$ cat src/sv/lfda_pkg.sv
// constants and codes shared by the lowest-free descriptor allocator
package lfda_pkg;

	localparam int DEPTH_DEF       = 64;
	localparam int HANDLE_BITS_DEF = 16;

	localparam int ID_W     = 10;
	localparam int OP_W     = 3;
	localparam int STATUS_W = 3;
	localparam int FDR_W    = 11;
	localparam int CFG_W    = 32;
	localparam int PADDR_W  = 3;

	localparam int ROW_W = 32;
	localparam int BIT_W = 5;

	localparam logic [OP_W-1:0] OP_ALLOC   = 3'd0;
	localparam logic [OP_W-1:0] OP_ATTACH  = 3'd1;
	localparam logic [OP_W-1:0] OP_REPLACE = 3'd2;
	localparam logic [OP_W-1:0] OP_REMOVE  = 3'd3;
	localparam logic [OP_W-1:0] OP_LOOKUP  = 3'd4;

	localparam logic [STATUS_W-1:0] STAT_OK        = 3'd0;
	localparam logic [STATUS_W-1:0] STAT_NONE_FREE = 3'd1;
	localparam logic [STATUS_W-1:0] STAT_RANGE     = 3'd2;
	localparam logic [STATUS_W-1:0] STAT_UNKNOWN   = 3'd3;
	localparam logic [STATUS_W-1:0] STAT_HAS_HND   = 3'd4;

	localparam logic [FDR_W-1:0] NO_FD = '1;

	localparam logic REG_MIN_ID = 1'b0;
	localparam logic REG_MAX_ID = 1'b1;

endpackage

$ cat src/sv/lowest_free_descriptor_allocator.sv
// lowest-free descriptor allocator: used-bit and handle memories with a sequencer
//
// One item at a time. Attach, replace, remove and lookup on a managed number keep busy
// high in the exec state after the accept (read of both memories, then modify and
// write back); the result strobe comes in the cycle after that state. Allocate scans
// the used-bit memory one 32-entry row per cycle through its single read port, so busy
// stays high until a free bit is found or the last row of the span has been scanned,
// span being the number of managed descriptors. An item with an unmanaged number or an
// unassigned op, and allocate on an empty range, keeps busy low and gives its result in
// the next cycle. After reset the used-bit memory is cleared one row per cycle with busy
// high until the last row is cleared; register writes are taken meanwhile. done is high
// for exactly one cycle per item and cannot be held off.
module lowest_free_descriptor_allocator
	import lfda_pkg::*;
#(
	parameter int DEPTH       = DEPTH_DEF,
	parameter int HANDLE_BITS = HANDLE_BITS_DEF
) (
	input  logic                   clk,
	input  logic                   arst_n,
	input  logic                   psel,
	input  logic                   penable,
	input  logic                   pwrite,
	input  logic [PADDR_W-1:0]     paddr,
	input  logic [CFG_W-1:0]       pwdata,
	output logic [CFG_W-1:0]       prdata,
	output logic                   pready,
	input  logic                   start,
	output logic                   busy,
	input  logic [OP_W-1:0]        op,
	input  logic [ID_W-1:0]        fd,
	input  logic [HANDLE_BITS-1:0] handle,
	output logic                   done,
	output logic [STATUS_W-1:0]    status,
	output logic signed [FDR_W-1:0] fd_result,
	output logic [HANDLE_BITS-1:0] handle_out,
	output logic                   known,
	output logic [HANDLE_BITS-1:0] ref_add,
	output logic [HANDLE_BITS-1:0] ref_drop
);

	localparam int ROWS   = (DEPTH + ROW_W - 1) / ROW_W;
	localparam int ROW_AW = (ROWS > 1) ? $clog2(ROWS) : 1;
	localparam int IDX_AW = (DEPTH > 1) ? $clog2(DEPTH) : 1;
	localparam logic [ROW_AW-1:0] LAST_ROW = ROW_AW'(ROWS - 1);
	localparam logic [FDR_W-1:0]  DEPTH_N  = FDR_W'(DEPTH);
	localparam logic [FDR_W-1:0]  ROW_N    = FDR_W'(ROW_W);

	typedef enum logic [1:0] {
		ST_CLEAR,
		ST_IDLE,
		ST_SCAN,
		ST_EXEC
	} state_t;

	state_t                  state_q;
	logic [ID_W-1:0]         min_id_q;
	logic [ID_W-1:0]         max_id_q;
	logic [OP_W-1:0]         op_q;
	logic [ID_W-1:0]         slot_q;
	logic [HANDLE_BITS-1:0]  hnd_q;
	logic [ROW_AW-1:0]       row_q;

	logic [ROW_W-1:0]        used_mem [ROWS];
	logic [HANDLE_BITS-1:0]  hnd_mem [DEPTH];
	logic [ROW_W-1:0]        used_rdata_q;
	logic [HANDLE_BITS-1:0]  hnd_rdata_q;

	logic                    used_we;
	logic [ROW_AW-1:0]       used_wr_addr;
	logic [ROW_W-1:0]        used_wdata;
	logic [ROW_AW-1:0]       used_rd_addr;
	logic                    hnd_we;
	logic [IDX_AW-1:0]       hnd_wr_addr;
	logic [HANDLE_BITS-1:0]  hnd_wdata;
	logic [IDX_AW-1:0]       hnd_rd_addr;

	logic                    cfg_wr;
	logic                    accept;
	logic [FDR_W-1:0]        span_n;
	logic [FDR_W-1:0]        fd_off;
	logic                    fd_in;
	logic [FDR_W-1:0]        base;
	logic [FDR_W-1:0]        rem;
	logic [FDR_W-1:0]        next_base;
	logic [ROW_W-1:0]        avail;
	logic [ROW_W-1:0]        low_bit;
	logic [BIT_W-1:0]        low_idx;
	logic                    found;
	logic [FDR_W-1:0]        alloc_slot;
	logic [ROW_W-1:0]        slot_bit;
	logic                    cur_used;
	logic                    cur_null;

	assign pready = 1'b1;
	assign cfg_wr = psel && penable && pwrite;
	assign busy   = (state_q != ST_IDLE);
	assign accept = start && (state_q == ST_IDLE);

	always_comb begin
		prdata = '0;
		if (paddr[2] == REG_MAX_ID) begin
			prdata[ID_W-1:0] = max_id_q;
		end else begin
			prdata[ID_W-1:0] = min_id_q;
		end
	end

	// managed count and range check
	always_comb begin
		if (max_id_q < min_id_q) begin
			span_n = '0;
		end else if (({1'b0, max_id_q} - {1'b0, min_id_q}) >= DEPTH_N) begin
			span_n = DEPTH_N;
		end else begin
			span_n = {1'b0, max_id_q} - {1'b0, min_id_q} + FDR_W'(1);
		end
		fd_off = {1'b0, fd} - {1'b0, min_id_q};
		fd_in  = (fd >= min_id_q) && (fd <= max_id_q) && (fd_off < DEPTH_N);
	end

	// lowest free bit of the row under scan
	always_comb begin
		base      = FDR_W'({row_q, {BIT_W{1'b0}}});
		rem       = span_n - base;
		next_base = base + ROW_N;
		for (int b = 0; b < ROW_W; b++) begin
			avail[b] = !used_rdata_q[b] && (FDR_W'(b) < rem);
		end
		found   = |avail;
		low_bit = avail & (~avail + ROW_W'(1));
		low_idx = '0;
		for (int b = 0; b < ROW_W; b++) begin
			for (int k = 0; k < BIT_W; k++) begin
				if (((b >> k) & 1) == 1) begin
					low_idx[k] = low_idx[k] | low_bit[b];
				end
			end
		end
		alloc_slot = base + FDR_W'(low_idx);
		slot_bit   = ROW_W'(1) << slot_q[BIT_W-1:0];
		cur_used   = used_rdata_q[slot_q[BIT_W-1:0]];
		cur_null   = (hnd_rdata_q == '0);
	end

	// memory port control
	always_comb begin
		used_rd_addr = ROW_AW'(fd_off >> BIT_W);
		if (state_q == ST_SCAN) begin
			used_rd_addr = row_q + ROW_AW'(1);
		end else if (op == OP_ALLOC) begin
			used_rd_addr = '0;
		end
		hnd_rd_addr = IDX_AW'(fd_off);

		used_we      = 1'b0;
		used_wr_addr = ROW_AW'(slot_q >> BIT_W);
		used_wdata   = used_rdata_q;
		hnd_we       = 1'b0;
		hnd_wr_addr  = IDX_AW'(slot_q);
		hnd_wdata    = hnd_q;
		unique case (state_q)
			ST_CLEAR: begin
				used_we      = 1'b1;
				used_wr_addr = row_q;
				used_wdata   = '0;
			end
			ST_SCAN: begin
				used_wr_addr = row_q;
				used_wdata   = used_rdata_q | low_bit;
				hnd_wr_addr  = IDX_AW'(alloc_slot);
				hnd_wdata    = '0;
				if (found) begin
					used_we = 1'b1;
					hnd_we  = 1'b1;
				end
			end
			ST_EXEC: begin
				case (op_q)
					OP_ATTACH: begin
						used_wdata = used_rdata_q | slot_bit;
						if (!cur_used || cur_null) begin
							used_we = 1'b1;
							hnd_we  = 1'b1;
						end
					end
					OP_REPLACE: begin
						if (cur_used && !cur_null && (hnd_rdata_q != hnd_q)) begin
							hnd_we = 1'b1;
						end
					end
					OP_REMOVE: begin
						used_wdata = used_rdata_q & ~slot_bit;
						if (cur_used) begin
							used_we = 1'b1;
						end
					end
					default: begin
					end
				endcase
			end
			default: begin
			end
		endcase
	end

	always_ff @(posedge clk) begin
		if (used_we) begin
			used_mem[used_wr_addr] <= used_wdata;
		end
		used_rdata_q <= used_mem[used_rd_addr];
	end

	always_ff @(posedge clk) begin
		if (hnd_we) begin
			hnd_mem[hnd_wr_addr] <= hnd_wdata;
		end
		hnd_rdata_q <= hnd_mem[hnd_rd_addr];
	end

	always_ff @(posedge clk or negedge arst_n) begin
		if (!arst_n) begin
			min_id_q <= '0;
			max_id_q <= ID_W'(63);
		end else if (cfg_wr) begin
			if (paddr[2] == REG_MAX_ID) begin
				max_id_q <= pwdata[ID_W-1:0];
			end else begin
				min_id_q <= pwdata[ID_W-1:0];
			end
		end
	end

	always_ff @(posedge clk or negedge arst_n) begin
		if (!arst_n) begin
			state_q    <= ST_CLEAR;
			row_q      <= '0;
			op_q       <= '0;
			slot_q     <= '0;
			hnd_q      <= '0;
			done       <= 1'b0;
			status     <= STAT_OK;
			fd_result  <= NO_FD;
			handle_out <= '0;
			known      <= 1'b0;
			ref_add    <= '0;
			ref_drop   <= '0;
		end else begin
			done       <= 1'b0;
			status     <= STAT_OK;
			fd_result  <= NO_FD;
			handle_out <= '0;
			known      <= 1'b0;
			ref_add    <= '0;
			ref_drop   <= '0;
			unique case (state_q)
				ST_CLEAR: begin
					row_q <= row_q + ROW_AW'(1);
					if (row_q == LAST_ROW) begin
						row_q   <= '0;
						state_q <= ST_IDLE;
					end
				end
				ST_IDLE: begin
					if (accept) begin
						op_q   <= op;
						slot_q <= fd_off[ID_W-1:0];
						hnd_q  <= handle;
						row_q  <= '0;
						if (op == OP_ALLOC) begin
							if (span_n == '0) begin
								done   <= 1'b1;
								status <= STAT_NONE_FREE;
							end else begin
								state_q <= ST_SCAN;
							end
						end else if (op == OP_ATTACH || op == OP_REPLACE ||
						             op == OP_REMOVE || op == OP_LOOKUP) begin
							if (fd_in) begin
								state_q <= ST_EXEC;
							end else begin
								done   <= 1'b1;
								status <= STAT_RANGE;
							end
						end else begin
							done <= 1'b1;
						end
					end
				end
				ST_SCAN: begin
					if (found) begin
						done      <= 1'b1;
						fd_result <= FDR_W'(min_id_q) + alloc_slot;
						state_q   <= ST_IDLE;
					end else if (next_base < span_n) begin
						row_q <= row_q + ROW_AW'(1);
					end else begin
						done    <= 1'b1;
						status  <= STAT_NONE_FREE;
						state_q <= ST_IDLE;
					end
				end
				ST_EXEC: begin
					done    <= 1'b1;
					state_q <= ST_IDLE;
					case (op_q)
						OP_ATTACH: begin
							if (cur_used && !cur_null) begin
								status <= STAT_HAS_HND;
							end else begin
								ref_add <= hnd_q;
							end
						end
						OP_REPLACE: begin
							if (!cur_used || cur_null) begin
								status <= STAT_UNKNOWN;
							end else if (hnd_rdata_q != hnd_q) begin
								ref_drop <= hnd_rdata_q;
								ref_add  <= hnd_q;
							end
						end
						OP_REMOVE: begin
							if (!cur_used) begin
								status <= STAT_UNKNOWN;
							end else begin
								ref_drop <= hnd_rdata_q;
							end
						end
						default: begin
							if (!cur_used) begin
								status <= STAT_UNKNOWN;
							end else begin
								known      <= 1'b1;
								handle_out <= hnd_rdata_q;
							end
						end
					endcase
				end
				default: begin
					state_q <= ST_IDLE;
				end
			endcase
		end
	end

	a_finish_strobes: assert property (@(posedge clk) disable iff (!arst_n)
		($past(state_q == ST_SCAN || state_q == ST_EXEC) && state_q == ST_IDLE) |-> done)
		else $error("item finished without a result strobe");

	a_fail_no_fd: assert property (@(posedge clk) disable iff (!arst_n)
		(done && status != STAT_OK) |-> (fd_result == NO_FD))
		else $error("failed item reports a descriptor");

	a_known_ok: assert property (@(posedge clk) disable iff (!arst_n)
		(done && known) |-> (status == STAT_OK && ref_add == '0 && ref_drop == '0))
		else $error("lookup result mixed with other fields");

	a_used_write_state: assert property (@(posedge clk) disable iff (!arst_n)
		used_we |-> (state_q != ST_IDLE))
		else $error("used-bit memory written while idle");

	a_single_hnd_write: assert property (@(posedge clk) disable iff (!arst_n)
		hnd_we |=> (state_q == ST_IDLE && done))
		else $error("handle write not followed by a result");

endmodule

$ cat config.mk
export PLATFORM = sky130hd
export DESIGN_NAME = lowest_free_descriptor_allocator
export DESIGN_NICKNAME = d
export VERILOG_FILES = /design/src/sv/lfda_pkg.sv /design/src/sv/lowest_free_descriptor_allocator.sv
export SDC_FILE = /design/constraint.sdc
export NUM_CORES = 1
export LEC_CHECK = 0
export BUFFER_PORTS_ARGS = -buffer_cell sky130_fd_sc_hd__buf_2
export CAP_MARGIN = 20
export CELL_PAD_IN_SITES_DETAIL_PLACEMENT = 1
export CELL_PAD_IN_SITES_GLOBAL_PLACEMENT = 2
export CORE_MARGIN = 8
export CORE_UTILIZATION = 35
export CTS_CLUSTER_SIZE = 10
export DETAILED_ROUTE_END_ITERATION = 7
export HOLD_SLACK_MARGIN = 0.08
export PLACE_DENSITY_LB_ADDON = 0.1
export RECOVER_POWER = 100
export SLEW_MARGIN = 20
export SYNTH_ARGS = -nofsm -noshare
export SYNTH_HDL_FRONTEND = slang
export SYNTH_SLANG_ARGS = --single-unit
$ cat constraint.sdc
create_clock -name clk -period 7.7 [get_ports clk]
set_input_delay 0.77 -clock clk [delete_from_list [all_inputs] [get_ports clk]]
set_output_delay 0.77 -clock clk [all_outputs]
set_load 0.02 [all_outputs]
# After elaboration in Yosys (flattened, before gate mapping)
# Memory sizes are Yosys's and may differ from the RTL's. A register that Yosys moved wholly into a read port is not among the register bits.
# Index checks and enable logic that the tools add are counted.
[op_classes]
add_sub_neg = 9
n_shift = 1
n_bitwise = 82
magnitude_cmp = 39
n_eq_ne = 20
n_reduce_logical = 90
n_mux = 74
[ops]
columns = ["op", "n"]
rows = [
  ["$lt 5x11->1 const A", 16],
  ["$mux 16", 11],
  ["$pmux 32 s3", 1],
  ["$lt 4x11->1 const A", 8],
  ["$or 1x1->1", 75],
  ["$and 32x32->32", 2],
  ["$not 32->32", 2],
  ["$or 32x32->32", 2],
  ["$pmux 16 s2", 2],
  ["$pmux 32 s2", 1],
  ["$lt 3x11->1 const A", 4],
  ["$mux 11", 4],
  ["$logic_and 1x1->1", 39],
  ["$logic_not 1->1", 34],
  ["$add 32x1->32 const B", 1],
  ["$reduce_or 32->1", 1],
  ["$shl 1x5->32 const A", 1],
  ["$mux 1", 28],
  ["$mux 2", 12],
  ["$lt 1x11->1 const A", 2],
  ["$lt 2x11->1 const A", 2],
  ["$sub 10x10->11", 2],
  ["$logic_not 16->1", 1],
  ["$ne 16x16->1", 1],
  ["other kinds (43)", 63],
]
[totals]
ram_bits = 1088
out_inout_bits = 98
memories = 2
register_bits = 112
[mem_list]
columns = ["name", "depth", "word_bits", "rd", "rd_clocked_by_memory_dff", "wr", "line_no", "source"]
rows = [
  ["hnd_mem", 64, 16, 1, 1, 1, "lowest_free_descriptor_allocator.sv:65", "logic [HANDLE_BITS-1:0] hnd_mem [DEPTH];"],
  ["used_mem", 2, 32, 1, 1, 1, "lowest_free_descriptor_allocator.sv:64", "logic [ROW_W-1:0] used_mem [ROWS];"],
]

# Depth between registers and ports, before layout
[depth]
word_depth = 29
mapped_depth = 40

# Worst setup path after synthesis
# No wires, ideal clock.
[synth_timing]
kind = "register to register"
startpoint = "register min_id_q[0]"
endpoint = "memory hnd_mem[16][0] (netlist bit), enable pin"
path_stages_with_launch = 28
path_buffers = 4
required_time_ns = 7.291
period_less_slack_ns = 7.906
path_slack_ns = -0.206
arrival_ns = 7.497
cell_sequence = "dfrtp_1 ha_1 inv_1 fa_1 buf_4 a21o_1 a221oi_1 mux2i_1 nand4_1 or2_1 clkbuf_1 buf_1 nor2_1 inv_1 ha_1 ha_1 nor4b_1 o31ai_2 nor2_2 a31oi_1 nor4_4 a31oi_2 or3_1 buf_2 o311a_4 a31oi_4 nand2_2 nor3_1"
[synth_between]
elab_chain_cells = 27
[synth_lines]
columns = ["element", "line_no", "source"]
rows = [
  ["from (decl)", "lowest_free_descriptor_allocator.sv:57", "logic [ID_W-1:0] min_id_q;"],
  ["from (signal assigned)", "lowest_free_descriptor_allocator.sv:229", "min_id_q <= pwdata[ID_W-1:0];"],
  ["$sub 10x10->11", "lowest_free_descriptor_allocator.sv:113, lowest_free_descriptor_allocator.sv:116", ""],
  ["$add 11x1->11 or $ge 11x7->1 (tied branches)", "lowest_free_descriptor_allocator.sv:116, lowest_free_descriptor_allocator.sv:113", ""],
  ["$mux 11", "lowest_free_descriptor_allocator.sv:113", "end else if (({1'b0, max_id_q} - {1'b0, min_id_q}) >= DEPTH_N) begin"],
  ["$mux 11 *", "lowest_free_descriptor_allocator.sv:111", "if (max_id_q < min_id_q) begin"],
  ["$sub 11x6->11 *", "lowest_free_descriptor_allocator.sv:125", "rem = span_n - base;"],
  ["$lt 1x11->1 (tied with other cells)", "lowest_free_descriptor_allocator.sv:128", "avail[b] = !used_rdata_q[b] && (FDR_W'(b) < rem);"],
  ["$logic_and 1x1->1", "lowest_free_descriptor_allocator.sv:128", ""],
  ["$not 32->32", "lowest_free_descriptor_allocator.sv:131", "low_bit = avail & (~avail + ROW_W'(1));"],
  ["$add 32x1->32", "lowest_free_descriptor_allocator.sv:131", ""],
  ["$and 32x32->32", "lowest_free_descriptor_allocator.sv:131", ""],
  ["$or 1x1->1 (15 in series)", "lowest_free_descriptor_allocator.sv:136", "low_idx[k] = low_idx[k] | low_bit[b];"],
  ["$add 6x5->7", "lowest_free_descriptor_allocator.sv:140", "alloc_slot = base + FDR_W'(low_idx);"],
  ["$mux 6", "lowest_free_descriptor_allocator.sv:162", "unique case (state_q)"],
  ["to (decl)", "lowest_free_descriptor_allocator.sv:65", ""],
]
# Mark *: on every way between the ends. The rest lies on a longest branch, timed or not.

# Worst setup path in the final report
[layout_timing]
startpoint = "register max_id_q[0]"
endpoint = "memory hnd_mem[12][6] (netlist bit), enable pin"
[layout_between]
elab_chain_cells = 27
[layout_lines]
columns = ["element", "line_no", "source"]
rows = [
  ["from (decl)", "lowest_free_descriptor_allocator.sv:58", "logic [ID_W-1:0] max_id_q;"],
  ["from (signal assigned)", "lowest_free_descriptor_allocator.sv:227", "max_id_q <= pwdata[ID_W-1:0];"],
  ["$sub 10x10->11", "lowest_free_descriptor_allocator.sv:113, lowest_free_descriptor_allocator.sv:116", ""],
  ["$add 11x1->11 or $ge 11x7->1 (tied branches)", "lowest_free_descriptor_allocator.sv:116, lowest_free_descriptor_allocator.sv:113", ""],
  ["$mux 11", "lowest_free_descriptor_allocator.sv:113", ""],
  ["$mux 11 *", "lowest_free_descriptor_allocator.sv:111", ""],
  ["$sub 11x6->11 *", "lowest_free_descriptor_allocator.sv:125", ""],
  ["$lt 1x11->1 (tied with other cells)", "lowest_free_descriptor_allocator.sv:128", ""],
  ["$logic_and 1x1->1", "lowest_free_descriptor_allocator.sv:128", ""],
  ["$not 32->32", "lowest_free_descriptor_allocator.sv:131", ""],
  ["$add 32x1->32", "lowest_free_descriptor_allocator.sv:131", ""],
  ["$and 32x32->32", "lowest_free_descriptor_allocator.sv:131", ""],
  ["$or 1x1->1 (15 in series)", "lowest_free_descriptor_allocator.sv:136", ""],
  ["$add 6x5->7", "lowest_free_descriptor_allocator.sv:140", ""],
  ["$mux 6", "lowest_free_descriptor_allocator.sv:162", ""],
]
# Marked as above.

==> flow_summary.yaml <==
placed_design:
  place_area_sq_um: 57800
  hpwl_um: 103000
  place_inst: 5179
  io_buffers: 120
  pre_cts_slack_ns: -0.0468
  gp_congestion: 0.869
global_routing:
  antenna_found_initial: 5
  grt_pass1_wl_um: 234000
  grt_max_degree: 124
  grt_pass1_vias: 31806
  top_usage_layer: "met2"
  grtUsageMet3: 0.0289
  grtUsageTotal: 0.197
  overflow: 0
  use_met1: 0.272
  met2_usage: 0.335
power_and_ir_drop:
  p_leak_nw: 20.3
  p_int_mw: 15.9
  irDropWorstVdd_mv: 0.208
  power_density_nw_per_um2: 407
  switching_power_mw: 9.36
  power_frac_clock: 0.254
  pwr-share-seq: 0.381
  comb_power_share: 0.365
  swShare: 0.370
floorplan:
  die-area_sq_um: 164000
  rows: 142
  die_w_um: 405
  start_util: 0.353
  core_sq_um: 150000
  io_pins: 168
  die_y_um: 405
hold_path:
  hp-start: "handle[10]"
  min-delay-path-class: "in -> reg"
layout:
  fin_nets: 3443
  final_area_sq_um: 62100
  drive_above_1_share: 0.265
  final_cell_mix: "edfxtp_1 (1088), mux4_2 (330), clkbuf_1 (158)"
  area_growth_pct: 17.3
  final_common_cell: "edfxtp_1"
  finalNonFillerCells: 5429
route:
  drc: 0
  drtIter0Drc: 2328
  final_antenna_net_count: 0
  drt_first_pass_iters: 7
  viasPerCell: 5.48
  routed_wl_um: 164000
  wl_per_cell_um: 30.1
  vias: 29778
worst_setup_path:
  path_max_fanout: 16
  worstSetupEndpointType: "flip-flop"
  critPathLaunchType: "flip-flop"
  crit_type: "reg -> reg"
  critPathTopFamily: "compound AO/OA/AOI/OAI gates"
  regToRegStartpoint: "max_id_q[0]"
  crit_arrival_ns: 7.74
  startpoint: "max_id_q[0]"
  required_ns: 8.15
  critPathSlowestCell: "a2111oi_4"
  path_buf_inv: 7
  cp_slowest_stage_delay_ns: 0.41
sta:
  fmax_ghz: 0.137
  period_share: 0.947
  slew_headroom: -1.42
  finalSetupViolCount: 0
  tightestPinTransition_ns: 3.63
  slew_viol_final: 1219
  period_needed_ns: 7.29
  hold_violations: 0
  holdWs_ns: 0.246
  skew_ns: 0.0566
  fin_ws_ns: 0.408
run:
  drv_cap: 23
logic_synthesis:
  ys_seq_area_frac: 0.689
  async_flop_share: 0.0897
  avgSynthCellArea_sq_um: 17.4
  ys_types: 97
  synth-seq-cells: 1248
  syn_area_sq_um: 52900
  synth_enable_flop_cells: 1088
  synth-main-ff-cell: "edfxtp_1"
  yosys_warnings: 0
  synth_cells: 3034
cts:
  clock-root-buffer: "clkbuf_16"
  clock_path_buffers: 3
  htreeDepth: 4
  insertion_delay_ns: 0.77
  cts.reportedPaths.clkPinSlew_ns: 0.06
  cts_tree: "built"
  clock-sinks: 1248
  numCtsBuffers: 148
run_status:
  status: "finished, violations left"
  violations: "capacitance limit, slew limit"
[through the flow]
step | utilization | power [mW] | TNS [ns]
floorplan | - | 15.0 | -33.04
global placement | 0.385 | 18.7 | 0
detailed placement | 0.386 | 19.0 | -0.864
CTS | 0.415 | 25.5 | 0
global route | 0.414 | 26.4 | -0.135
finish | 0.414 | 25.3 | 0
[Yosys cell counts (all sizes together), types with 47 or more instances]
cell type  count  area (sq um)
nand2        134           505
mux2          79           890
o21ai         97           489
dfrtp         95          2380
nor2b         50           313
mux4         330          7430
nor2         129           489
dfxtp         48           961
inv           51           191
and2          62           388
a21oi        154           778
ha            47           588
buf           78           409
nor3          61           325
edfxtp      1088         32700
clkbuf       109           409
[routing by layer]
layer / part of all wire / wire [um]
met5: 0 / 0
met4: 0.017 / 2740
met3: 0.043 / 7000
met2: 0.50 / 81100
met1: 0.44 / 72800
[power groups by stage]
stage	clock network, mW	registers, mW	logic [mW]
floorplan	0	9.39	5.58
global placement	0	9.62	9.09
detailed placement	0	9.64	9.32
CTS	6.60	9.51	9.37
global route	6.83	9.70	9.89
finish	6.41	9.64	9.23
[worst paths after layout]
check / end / slack (ns) / cells past startpoint
min in group asynchronous: min_id_q[8] / 1.83 / 2
max: hnd_mem[12][6] / 0.41 / 29
min: hnd_q[10] / 0.25 / 2
max in group asynchronous: ref_add[5] / 2.62 / 3
max reg2reg: hnd_mem[12][6] / 0.41 / 29
min reg2reg: used_rdata_q[24] / 0.45 / 1
[flip-flops by register name, indices dropped and copies added (netlist names)]
signal / count
done: 1
fd_result: 11
handle_out: 16
hnd_mem: 1024
hnd_q: 16
hnd_rdata_q: 16
known: 1
max_id_q: 10
min_id_q: 10
op_q: 3
ref_add: 16
ref_drop: 16
row_q: 1
slot_q: 6
state_q: 2
status: 3
used_mem: 64
used_rdata_q: 32
[layout make-up]
cell class                 count  area, sq um
antenna                        5         12.5
clock buffer                 215         4100
clock inverter                20          269
fill                       14521        87900
inverter                      51          191
multi-input combinational   1569        15900
sequential                  1248        36500
tap                         2016         2520
timing repair buffer         305         2660
[what timing repair did]
action,4_1_cts,5_1_grt
endpoints found under the setup margin,101,1030
resized for setup,2,14
hold buffers,1,0
setup buffers,2,7
pin swaps,1,3
endpoints found under the hold margin,30,0
[worst reg2reg max path, delay by kind of cell (launching register included)]
kind                       cells  cell delay, ns
and+or+nand+nor                6            1.49
muxes                          1            0.22
DFF                            1            0.37
AOI/OAI and AO/OA             11            2.65
buffers and inverters          7            1.19
adders and majority gates      4            1.04
[kinds of logic after synthesis]
logic type,count (synthesis),synth area share
other,2,0.000142
muxes,431,0.161
AOI/OAI and AO/OA,447,0.0557
adders and majority gates,50,0.0122
DFF,1248,0.689
buffers and inverters,238,0.0191
xor gates and xnor gates,35,0.00669
and+or+nand+nor,583,0.0558
Power figures use the tool's default switching activity.
